--- src/hw/rtl/rrac_pkg.sv ---
// shared types, constants and helpers for the rounded-rect alpha compositor
`default_nettype none

package rrac_pkg;

  localparam int COORD_BITS_DEF  = 12;
  localparam int RADIUS_BITS_DEF = 6;
  localparam int CFG_INDEX_W     = 3;
  localparam int CFG_DATA_W      = 13;
  localparam int COLOR_W         = 24;
  localparam int SQRT_FRAC_SHIFT = 14;
  localparam int SQRT_STEP_BITS  = 4;

  typedef enum logic [CFG_INDEX_W-1:0] {
    REG_WIN_LEFT      = 3'd0,
    REG_WIN_TOP       = 3'd1,
    REG_WIN_WIDTH     = 3'd2,
    REG_WIN_HEIGHT    = 3'd3,
    REG_CORNER_RADIUS = 3'd4,
    REG_WINDOW_ALPHA  = 3'd5
  } cfg_reg_t;

  // what travels alongside the coverage math
  typedef struct packed {
    logic [COLOR_W-1:0] src_color;
    logic [COLOR_W-1:0] under_color;
    logic               write;
    logic               corner;
  } side_t;

  // width of the squared distance (2lx+1)^2 + (2ly+1)^2
  function automatic int dsq_bits(input int rb);
    return 2 * rb + 3;
  endfunction

  // root of the scaled squared distance, radicand rounded up to an even width
  function automatic int root_bits(input int rb);
    int rw;
    rw = dsq_bits(rb) + SQRT_FRAC_SHIFT;
    return (rw + 1) / 2;
  endfunction

  // floor(x / 255), exact for x below 65280
  function automatic logic [7:0] div255(input logic [15:0] x);
    logic [16:0] t;
    t = 17'(x) + 17'd1 + 17'(x[15:8]);
    return t[15:8];
  endfunction

endpackage

`default_nettype wire

--- src/hw/rtl/rrac_pix_if.sv ---
// pixel input channel: coordinates, window color and color beneath
`default_nettype none

interface rrac_pix_if import rrac_pkg::*; #(
  parameter int COORD_BITS = COORD_BITS_DEF
) ();

  logic                  valid;
  logic                  ready;
  logic [COORD_BITS-1:0] pix_x;
  logic [COORD_BITS-1:0] pix_y;
  logic [COLOR_W-1:0]    src_color;
  logic [COLOR_W-1:0]    under_color;

  modport source (output valid, output pix_x, output pix_y, output src_color,
                  output under_color, input ready);
  modport sink   (input valid, input pix_x, input pix_y, input src_color,
                  input under_color, output ready);

endinterface

`default_nettype wire

--- src/hw/rtl/rrac_res_if.sv ---
// result channel: write strobe and composited color
`default_nettype none

interface rrac_res_if import rrac_pkg::*; ();

  logic               valid;
  logic               ready;
  logic               write_enable;
  logic [COLOR_W-1:0] out_color;

  modport source (output valid, output write_enable, output out_color, input ready);
  modport sink   (input valid, input write_enable, input out_color, output ready);

endinterface

`default_nettype wire

--- src/hw/rtl/rrac_sqrt.sv ---
// pipelined integer square root of the scaled corner distance
`default_nettype none

module rrac_sqrt import rrac_pkg::*; #(
  parameter  int RADIUS_BITS = RADIUS_BITS_DEF,
  localparam int DW          = dsq_bits(RADIUS_BITS),
  localparam int QW          = root_bits(RADIUS_BITS)
) (
  input  logic          clk,
  input  logic          rst,
  input  logic          in_valid,
  output logic          in_ready,
  input  logic [DW-1:0] dsq,
  input  side_t         in_side,
  output logic          out_valid,
  input  logic          out_ready,
  output logic [QW-1:0] root,
  output side_t         out_side
);

  localparam int RWE = 2 * QW;
  localparam int NSQ = (QW + SQRT_STEP_BITS - 1) / SQRT_STEP_BITS;

  logic           v_r    [NSQ];
  logic           rdy    [NSQ];
  logic [RWE-1:0] rem_r  [NSQ];
  logic [QW-1:0]  q_r    [NSQ];
  side_t          side_r [NSQ];

  for (genvar s = 0; s < NSQ; s++) begin : g_stage
    logic           v_i;
    logic [RWE-1:0] rem_i;
    logic [QW-1:0]  q_i;
    side_t          side_i;
    logic [RWE-1:0] rem_o;
    logic [QW-1:0]  q_o;

    if (s == 0) begin : g_first
      assign v_i    = in_valid;
      assign rem_i  = RWE'({dsq, {SQRT_FRAC_SHIFT{1'b0}}});
      assign q_i    = '0;
      assign side_i = in_side;
    end else begin : g_next
      assign v_i    = v_r[s-1];
      assign rem_i  = rem_r[s-1];
      assign q_i    = q_r[s-1];
      assign side_i = side_r[s-1];
    end

    if (s == NSQ - 1) begin : g_last_rdy
      assign rdy[s] = !v_r[s] || out_ready;
    end else begin : g_mid_rdy
      assign rdy[s] = !v_r[s] || rdy[s+1];
    end

    // restoring digit recurrence, SQRT_STEP_BITS root bits per stage
    always_comb begin
      logic [RWE:0] trial;
      int           bi;
      rem_o = rem_i;
      q_o   = q_i;
      for (int k = 0; k < SQRT_STEP_BITS; k++) begin
        bi    = QW - 1 - s * SQRT_STEP_BITS - k;
        trial = '0;
        if (bi >= 0) begin
          trial = ((RWE+1)'(q_o) << (bi + 1)) + ((RWE+1)'(1) << (2 * bi));
          if ({1'b0, rem_o} >= trial) begin
            rem_o = rem_o - RWE'(trial);
            q_o   = q_o | (QW'(1) << bi);
          end
        end
      end
    end

    always_ff @(posedge clk) begin
      if (rst) begin
        v_r[s] <= 1'b0;
      end else if (rdy[s]) begin
        v_r[s] <= v_i;
      end
    end

    always_ff @(posedge clk) begin
      if (rdy[s]) begin
        rem_r[s]  <= rem_o;
        q_r[s]    <= q_o;
        side_r[s] <= side_i;
      end
    end
  end

  assign in_ready  = rdy[0];
  assign out_valid = v_r[NSQ-1];
  assign root      = q_r[NSQ-1];
  assign out_side  = side_r[NSQ-1];

endmodule

`default_nettype wire

--- src/hw/rtl/rounded_rect_alpha_composite.sv ---
// Rounded-rectangle window compositor. One pixel enters per clock and one
// result leaves per clock while result.ready is high; a pixel outside the
// window, or a corner pixel with no coverage, comes back with write_enable
// low and a zero color. R = RADIUS_BITS + 9 is the number of root bits of
// the corner distance; the square root pipeline sets the depth, four root
// bits per stage. A pipeline stage holds while the next is full and stalled,
// so a stalled result still lets pixels enter until every stage is occupied.
// Registers are written through cfg_we/cfg_index/cfg_data by the user only
// while no pixel is in flight; the block itself does not enforce it.
`default_nettype none

module rounded_rect_alpha_composite import rrac_pkg::*; #(
  parameter int COORD_BITS  = COORD_BITS_DEF,
  parameter int RADIUS_BITS = RADIUS_BITS_DEF
) (
  input  logic                   clk,
  input  logic                   rst,
  input  logic                   cfg_we,
  input  logic [CFG_INDEX_W-1:0] cfg_index,
  input  logic [CFG_DATA_W-1:0]  cfg_data,
  rrac_pix_if.sink               pixel,
  rrac_res_if.source             result
);

  localparam int XW = ((COORD_BITS + 1 > CFG_DATA_W) ? COORD_BITS + 1 : CFG_DATA_W) + 1;
  localparam int RB = RADIUS_BITS;
  localparam int DW = dsq_bits(RADIUS_BITS);
  localparam int QW = root_bits(RADIUS_BITS);
  localparam int EW = QW + 2;

  // configuration registers
  logic signed [CFG_DATA_W-1:0] win_left;
  logic signed [CFG_DATA_W-1:0] win_top;
  logic        [CFG_DATA_W-1:0] win_width;
  logic        [CFG_DATA_W-1:0] win_height;
  logic        [RB-1:0]         corner_radius;
  logic        [7:0]            window_alpha;

  always_ff @(posedge clk) begin
    if (rst) begin
      win_left      <= '0;
      win_top       <= '0;
      win_width     <= CFG_DATA_W'(1);
      win_height    <= CFG_DATA_W'(1);
      corner_radius <= '0;
      window_alpha  <= 8'd255;
    end else if (cfg_we) begin
      case (cfg_reg_t'(cfg_index))
        REG_WIN_LEFT:      win_left      <= cfg_data;
        REG_WIN_TOP:       win_top       <= cfg_data;
        REG_WIN_WIDTH:     win_width     <= cfg_data;
        REG_WIN_HEIGHT:    win_height    <= cfg_data;
        REG_CORNER_RADIUS: corner_radius <= RB'(cfg_data[5:0]);
        REG_WINDOW_ALPHA:  window_alpha  <= cfg_data[7:0];
        default: ;
      endcase
    end
  end

  // pipeline registers
  logic                 v1, v2, v3, v4, v5, v6, v7;
  logic                 rdy1, rdy2, rdy3, rdy4, rdy5, rdy6, rdy7, rdy8;
  logic signed [XW-1:0] xx1, yy1;
  side_t                side1, side2, side3, side4, side5, side6, side7;
  logic [RB-1:0]        lx2, ly2;
  logic [DW-1:0]        dsq3;
  logic [7:0]           cov4;
  logic [15:0]          prod5;
  logic [7:0]           a6;
  logic [15:0]          numer7 [3];
  logic                 copy7;
  logic                 out_v;
  logic                 out_we;
  logic [COLOR_W-1:0]   out_col;

  logic                 sq_in_ready;
  logic                 sq_valid;
  logic [QW-1:0]        sq_root;
  side_t                sq_side;

  assign rdy8 = !out_v || result.ready;
  assign rdy7 = !v7 || rdy8;
  assign rdy6 = !v6 || rdy7;
  assign rdy5 = !v5 || rdy6;
  assign rdy4 = !v4 || rdy5;
  assign rdy3 = !v3 || sq_in_ready;
  assign rdy2 = !v2 || rdy3;
  assign rdy1 = !v1 || rdy2;

  assign pixel.ready = rdy1;

  always_ff @(posedge clk) begin
    if (rst) begin
      v1    <= 1'b0;
      v2    <= 1'b0;
      v3    <= 1'b0;
      v4    <= 1'b0;
      v5    <= 1'b0;
      v6    <= 1'b0;
      v7    <= 1'b0;
      out_v <= 1'b0;
    end else begin
      if (rdy1) v1 <= pixel.valid;
      if (rdy2) v2 <= v1;
      if (rdy3) v3 <= v2;
      if (rdy4) v4 <= sq_valid;
      if (rdy5) v5 <= v4;
      if (rdy6) v6 <= v5;
      if (rdy7) v7 <= v6;
      if (rdy8) out_v <= v7;
    end
  end

  // stage 1: offsets inside the window frame
  always_ff @(posedge clk) begin
    if (rdy1) begin
      xx1                <= XW'($signed({1'b0, pixel.pix_x})) - XW'(win_left);
      yy1                <= XW'($signed({1'b0, pixel.pix_y})) - XW'(win_top);
      side1.src_color    <= pixel.src_color;
      side1.under_color  <= pixel.under_color;
      side1.write        <= 1'b0;
      side1.corner       <= 1'b0;
    end
  end

  // stage 2: bounds, body rows and corner offsets
  logic signed [XW-1:0] wv, hv, rv, wr, hr, lx_full, ly_full;
  logic                 in_frame, in_body, lx_ok, ly_ok;

  always_comb begin
    wv       = $signed(XW'({1'b0, win_width}));
    hv       = $signed(XW'({1'b0, win_height}));
    rv       = $signed(XW'({1'b0, corner_radius}));
    wr       = wv - rv;
    hr       = hv - rv;
    in_frame = (xx1 >= 0) && (xx1 < wv) && (yy1 >= 0) && (yy1 < hv);
    in_body  = (yy1 >= rv) && (yy1 < hr);
    // left band wins over right, top over bottom
    lx_ok   = 1'b1;
    lx_full = '0;
    if (xx1 < rv) begin
      lx_full = rv - xx1 - XW'(1);
    end else if (xx1 >= wr) begin
      lx_full = xx1 - wr;
    end else begin
      lx_ok = 1'b0;
    end
    ly_ok   = 1'b1;
    ly_full = '0;
    if (yy1 < rv) begin
      ly_full = rv - yy1 - XW'(1);
    end else if (yy1 >= hr) begin
      ly_full = yy1 - hr;
    end else begin
      ly_ok = 1'b0;
    end
  end

  always_ff @(posedge clk) begin
    if (rdy2) begin
      lx2               <= lx_full[RB-1:0];
      ly2               <= ly_full[RB-1:0];
      side2.src_color   <= side1.src_color;
      side2.under_color <= side1.under_color;
      side2.write       <= in_frame;
      side2.corner      <= in_frame && !in_body && lx_ok && ly_ok;
    end
  end

  // stage 3: squared distance in half-pixel units
  logic [RB:0]     ax, ay;
  logic [2*RB+1:0] axx, ayy;

  always_comb begin
    ax  = {lx2, 1'b1};
    ay  = {ly2, 1'b1};
    axx = (2*RB+2)'(ax) * (2*RB+2)'(ax);
    ayy = (2*RB+2)'(ay) * (2*RB+2)'(ay);
  end

  always_ff @(posedge clk) begin
    if (rdy3) begin
      dsq3  <= DW'(axx) + DW'(ayy);
      side3 <= side2;
    end
  end

  rrac_sqrt #(
    .RADIUS_BITS (RADIUS_BITS)
  ) u_sqrt (
    .clk       (clk),
    .rst       (rst),
    .in_valid  (v3),
    .in_ready  (sq_in_ready),
    .dsq       (dsq3),
    .in_side   (side3),
    .out_valid (sq_valid),
    .out_ready (rdy4),
    .root      (sq_root),
    .out_side  (sq_side)
  );

  // stage 4: coverage from the signed edge distance in 1/256 pixel
  logic signed [EW-1:0] edge_dist, edge_bias;
  logic [7:0]           cov;

  always_comb begin
    edge_dist = $signed(EW'({corner_radius, 8'd0})) - $signed(EW'(sq_root));
    edge_bias = edge_dist + EW'(127);
    if (!sq_side.corner || edge_dist >= EW'(128)) begin
      cov = 8'd255;
    end else if (edge_dist <= -EW'(128)) begin
      cov = 8'd0;
    end else begin
      cov = edge_bias[7:0];
    end
  end

  always_ff @(posedge clk) begin
    if (rdy4) begin
      cov4              <= cov;
      side4.src_color   <= sq_side.src_color;
      side4.under_color <= sq_side.under_color;
      side4.corner      <= sq_side.corner;
      side4.write       <= sq_side.write && (cov != 8'd0);
    end
  end

  // stage 5: coverage times window alpha
  always_ff @(posedge clk) begin
    if (rdy5) begin
      prod5 <= 16'(cov4) * 16'(window_alpha);
      side5 <= side4;
    end
  end

  // stage 6: effective alpha
  always_ff @(posedge clk) begin
    if (rdy6) begin
      a6    <= div255(prod5);
      side6 <= side5;
    end
  end

  // stage 7: per-channel blend numerators
  always_ff @(posedge clk) begin
    if (rdy7) begin
      for (int c = 0; c < 3; c++) begin
        numer7[c] <= 16'(side6.src_color[8*c +: 8]) * 16'(a6)
                   + 16'(side6.under_color[8*c +: 8]) * 16'(8'd255 - a6)
                   + 16'd127;
      end
      copy7 <= (a6 == 8'd255);
      side7 <= side6;
    end
  end

  // stage 8: output register
  always_ff @(posedge clk) begin
    if (rdy8) begin
      out_we <= side7.write;
      if (!side7.write) begin
        out_col <= '0;
      end else if (copy7) begin
        out_col <= side7.src_color;
      end else begin
        out_col <= {div255(numer7[2]), div255(numer7[1]), div255(numer7[0])};
      end
    end
  end

  assign result.valid        = out_v;
  assign result.write_enable = out_we;
  assign result.out_color    = out_col;

  a_skip_is_blank: assert property (@(posedge clk) disable iff (rst)
    result.valid && !result.write_enable |-> result.out_color == '0)
    else $error("unwritten pixel carries a color");

  a_stall_only_when_full: assert property (@(posedge clk) disable iff (rst)
    !pixel.ready |-> v1 && result.valid)
    else $error("input stalled with a bubble in the first stage");

  a_stage1_holds: assert property (@(posedge clk) disable iff (rst)
    v1 && !rdy2 |=> v1 && $stable(xx1) && $stable(yy1))
    else $error("first stage lost or changed a held beat");

  a_body_full_cov: assert property (@(posedge clk) disable iff (rst)
    v4 && !side4.corner |-> cov4 == 8'd255)
    else $error("non-corner pixel got partial coverage");

endmodule

`default_nettype wire

--- src/flat_wrapper.sv ---
// flat-port wrapper written by rule: the top's interface ports become plain ports
module rounded_rect_alpha_composite_flat import rrac_pkg::*;
#(
  parameter int COORD_BITS  = COORD_BITS_DEF,
  parameter int RADIUS_BITS = RADIUS_BITS_DEF
)
  (clk, rst, cfg_we, cfg_index, cfg_data, pixel_valid, pixel_pix_x, pixel_pix_y, pixel_src_color, pixel_under_color, pixel_ready, result_valid, result_write_enable, result_out_color, result_ready);
  rrac_pix_if #(.COORD_BITS(COORD_BITS)) pixel_i ();
  rrac_res_if result_i ();
  input  logic clk;
  input  logic rst;
  input  logic cfg_we;
  input  logic [CFG_INDEX_W-1:0] cfg_index;
  input  logic [CFG_DATA_W-1:0] cfg_data;
  input wire logic [$bits(pixel_i.valid)-1:0] pixel_valid;
  input wire logic [$bits(pixel_i.pix_x)-1:0] pixel_pix_x;
  input wire logic [$bits(pixel_i.pix_y)-1:0] pixel_pix_y;
  input wire logic [$bits(pixel_i.src_color)-1:0] pixel_src_color;
  input wire logic [$bits(pixel_i.under_color)-1:0] pixel_under_color;
  output wire logic [$bits(pixel_i.ready)-1:0] pixel_ready;
  output wire logic [$bits(result_i.valid)-1:0] result_valid;
  output wire logic [$bits(result_i.write_enable)-1:0] result_write_enable;
  output wire logic [$bits(result_i.out_color)-1:0] result_out_color;
  input wire logic [$bits(result_i.ready)-1:0] result_ready;
  assign pixel_i.valid = pixel_valid;
  assign pixel_i.pix_x = pixel_pix_x;
  assign pixel_i.pix_y = pixel_pix_y;
  assign pixel_i.src_color = pixel_src_color;
  assign pixel_i.under_color = pixel_under_color;
  assign pixel_ready = pixel_i.ready;
  assign result_valid = result_i.valid;
  assign result_write_enable = result_i.write_enable;
  assign result_out_color = result_i.out_color;
  assign result_i.ready = result_ready;
  rounded_rect_alpha_composite #(.COORD_BITS(COORD_BITS), .RADIUS_BITS(RADIUS_BITS)) u_core (.clk(clk), .rst(rst), .cfg_we(cfg_we), .cfg_index(cfg_index), .cfg_data(cfg_data), .pixel(pixel_i), .result(result_i));
endmodule
--- config.mk ---
export PLATFORM = sky130hd
export DESIGN_NAME = rounded_rect_alpha_composite_flat
export DESIGN_NICKNAME = d
export VERILOG_FILES = /design/src/hw/rtl/rrac_pkg.sv /design/src/hw/rtl/rrac_pix_if.sv /design/src/hw/rtl/rrac_res_if.sv /design/src/hw/rtl/rrac_sqrt.sv /design/src/hw/rtl/rounded_rect_alpha_composite.sv /design/src/flat_wrapper.sv
export SDC_FILE = /design/constraint.sdc
export NUM_CORES = 2
export LEC_CHECK = 0
export ABC_AREA = 0
export BUFFER_PORTS_ARGS = -buffer_cell sky130_fd_sc_hd__buf_2
export CAP_MARGIN = 20
export CORE_UTILIZATION = 35
export DETAILED_ROUTE_END_ITERATION = 10
export GPL_TIMING_DRIVEN = 0
export SLEW_MARGIN = 25
export SYNTH_ARGS = -nofsm -noshare
export SYNTH_HDL_FRONTEND = slang
export SYNTH_SLANG_ARGS = --single-unit
--- constraint.sdc ---
create_clock -name clk -period 10.7 [get_ports clk]
set_input_delay 0.535 -clock clk [delete_from_list [all_inputs] [get_ports clk]]
set_output_delay 0.535 -clock clk [all_outputs]
set_load 0.1 [all_outputs]
==> metrics.yaml <==
maxSlewHeadroom_pct: 37.2
cts_tree: "done"
insertion_delay_ps: 720
grt_usage_pct: 15.1
grt-ovfl-total: 0
crit_type: "flop to flop"
grt_antenna_before_repair: 1
cts_buffers: 92
wl_per_cell_um: 16.3
placed_cell_area_sq_mm: 0.0603
portBuffers: 118
vias: 35557
dr.pass1.iters: 5
core_sq_mm: 0.161
hold_path.class: "primary input to flop"
period_needed_ps: 10160
final.fill_count: 15305
crit_required_ps: 11140
grt_pass1_vias: 36621
initial_core_util_pct: 35.3
ys_ff_latch: 848
rows: 147
r2r_slack_ps: 540
pin_count: 120
skew_ps: 44.0
synthesis.nets: 5948
status: "finished, final reports clean"
cp.arrival_ps: 10600
setup_viol: 0
syn_inst: 4946
endpoint_kind: "flop"
cts_root_buf: "clkbuf_16"
synthToLayoutAreaGrowth_pct: 12.9
async_reset_ff_share_pct: 0
drt_iter0_markers: 1969
synth_area_per_cell_sq_um: 11.5
clk_path_buf_depth: 3
yosysSeqAreaShare_pct: 43.6
cts_sinks: 848
max_freq_ghz: 0.0984
timing.setup.tns_ps: 0
yosysWarningCount: 0
worst_slew_pin_slew_ps: 941
post-route-drc-count: 0
slew_violations: 0
syn_area_sq_mm: 0.0566
regArea_sq_mm: 0.0247
place_congestion: 0.852
synthFlopType: "edfxtp_1"
cts.clk_slew.worst_paths_ps: 60
ant_nets: 0
fp.dieArea_sq_mm: 0.163
dp_hpwl_um: 95000
multi_input_area_sq_mm: 0.0291
start_kind: "flop"
final_area_sq_mm: 0.0639
nets: 6219
post-place-cells: 7236
hold_violations: 0
synthDistinctLibCells: 100
slowest_stage: "edfxtp_1"
critical_path_peak_fanout: 13
drive_gt1_share_pct: 7.16
fp.dieH_um: 404
die_w_um: 404
grt_max_degree: 61
synth-edff-count: 774
via_per_inst: 4.77
slowest_delay_ps: 440
fin_cells: 7453
totalWireLength_um: 122000
cpMostUsedCell: "ha_1"
fin_crit_sh_pct: 94.9
cts-htree-levels: 3
grt_pass1_wl_um: 195000
cap_viol_max_count: 0
state kept, by name, indices dropped and copies added (netlist names), 14 cells and up:
signal and flops:
u_core.numer7 48, u_core.prod5 16, u_core.result.out_color 24, u_core.side1 48, u_core.side2 50, u_core.side3 50, u_core.side4 49, u_core.side5 49
u_core.side6 49, u_core.side7 25, u_core.u_sqrt.q_r 39, u_core.u_sqrt.rem_r 52, u_core.u_sqrt.side_r 200, u_core.xx1 14, u_core.yy1 14
logic make-up after synthesis:
kind of cell / share of synthesized area, %
DFF: 43.6
xor gates and xnor gates: 4.11
buffers and inverters: 5.26
AOI/OAI and AO/OA: 8.41
and+or+nand+nor: 12.2
adders and majority gates: 25.5
muxes: 0.853
Yosys cell counts, drive strengths merged, types with 8 or more instances:
cell type / count / area (sq um)
o31ai: 12 / 90.1
dfxtp: 74 / 1480
nor4: 32 / 206
o21bai: 47 / 353
nand3b: 17 / 128
xnor2: 177 / 1550
or2: 14 / 87.6
and4: 8 / 70.1
inv: 685 / 2570
clkbuf: 86 / 324
a31oi: 18 / 128
a31o: 8 / 70.1
nand4: 33 / 228
a211oi: 12 / 100
a21boi: 10 / 75.1
mux2i: 25 / 250
mux2: 20 / 233
fa: 407 / 8150
nand2: 422 / 1580
and3: 12 / 75.1
nor3b: 8 / 60.1
or3: 11 / 78.8
nor2: 206 / 781
and2: 174 / 1090
ha: 502 / 6280
a21o: 79 / 593
o211a: 12 / 120
o21a: 55 / 413
o22ai: 11 / 75.1
nand3: 52 / 270
edfxtp: 774 / 23200
nor2b: 132 / 826
o211ai: 13 / 116
o21ai: 148 / 744
buf: 15 / 78.8
nand2b: 161 / 1010
o2111ai: 9 / 85.1
nor3: 51 / 277
a21oi: 255 / 1290
xor2: 89 / 780
worst max-delay path, delay by kind of cell (launching register included):
family          cells  cell delay (ps)
buf+inv            11             1600
mux                 1              300
compound gates     20             3920
simple gates       10             1940
flops               1              440
fa+ha+maj           7             1630
through the flow:
step | util [%] | worst slack, ps | hold WS (ps)
6_report | 39.8 | 542 | 53.2
5_1_grt | 39.8 | -7.27 | 8.45
4_1_cts | 39.8 | 45.7 | 6.18
3_5_place_dp | 37.5 | -1280 | 405
3_3_place_gp | 37.3 | -1130 | 401
2_1_floorplan | - | 1010 | 400
cells in the final DEF, fill, tap and decap left out, types with 9 or more instances in the layout:
| cell type | n |
|---|---|
| nand2_1 | 417 |
| or2_2 | 13 |
| a21oi_1 | 250 |
| dlygate4sd3_1 | 41 |
| o21ai_0 | 135 |
| a21o_1 | 79 |
| nor4_1 | 30 |
| xor2_1 | 89 |
| a31oi_1 | 17 |
| clkinv_2 | 13 |
| o21ai_1 | 12 |
| nand4_1 | 31 |
| xnor2_1 | 177 |
| o211a_1 | 12 |
| nor3_1 | 48 |
| nand2b_1 | 161 |
| nor2_1 | 205 |
| o31ai_1 | 12 |
| buf_2 | 122 |
| or3_1 | 9 |
| inv_1 | 677 |
| mux2_2 | 12 |
| clkbuf_16 | 92 |
| clkinv_1 | 18 |
| o211ai_1 | 11 |
| o22ai_1 | 10 |
| nand3b_1 | 17 |
| and3_1 | 12 |
| dfxtp_1 | 74 |
| mux2i_1 | 25 |
| o21bai_1 | 46 |
| clkbuf_1 | 94 |
| o21a_1 | 55 |
| bufinv_16 | 10 |
| nor2b_1 | 132 |
| ha_1 | 502 |
| edfxtp_1 | 774 |
| and2_1 | 173 |
| fa_1 | 407 |
| nand3_1 | 48 |
cell type report:
cell class | instances | area share [%]
multi-input cells | 3310 | 45.5
clock inverters | 66 | 1.18
well taps | 2160 | 4.23
diodes | 1 | 0.00391
repair buffers | 177 | 2.08
flip-flops and latches | 848 | 38.7
inverters | 687 | 4.06
clock buffers | 103 | 3.67
plain buffers | 101 | 0.656
routing by layer:
| metal | track usage (%) | vias to the layer above | share of wire, % |
|---|---|---|---|
| met5 | 0 | - | 0 |
| met4 | 4.29 | 0 | 2.6 |
| met3 | 2.46 | 170 | 4.1 |
| met2 | 26.1 | 609 | 49 |
| met1 | 19.3 | 17397 | 44 |
| li1 | - | 17381 | - |
final timing paths:
kind	start	endpoint	cells after the start
setup reg to reg	u_core.u_sqrt.q_r[1][9]$_DFFE_PP_	u_core.u_sqrt.rem_r[2][18]$_DFFE_PP_	49
hold reg to reg	u_core.side4[42]$_DFFE_PP_	u_core.side5[42]$_DFFE_PP_	0
hold / removal	pixel_under_color[2]	u_core.side1[4]$_DFFE_PP_	1
setup / recovery	u_core.u_sqrt.q_r[1][9]$_DFFE_PP_	u_core.u_sqrt.rem_r[2][18]$_DFFE_PP_	49
what timing repair did:
action                                  4_1_cts  5_1_grt
endpoints found under the hold margin        41        0
buffers inserted                              3        3
gates resized for setup                      12       14
hold buffers                                 41        0
endpoints found under the setup margin       24       24
pin swaps                                     3        1
Power is not shown: default switching activity piles up to over one toggle a cycle in this logic, so the estimate is an artifact.
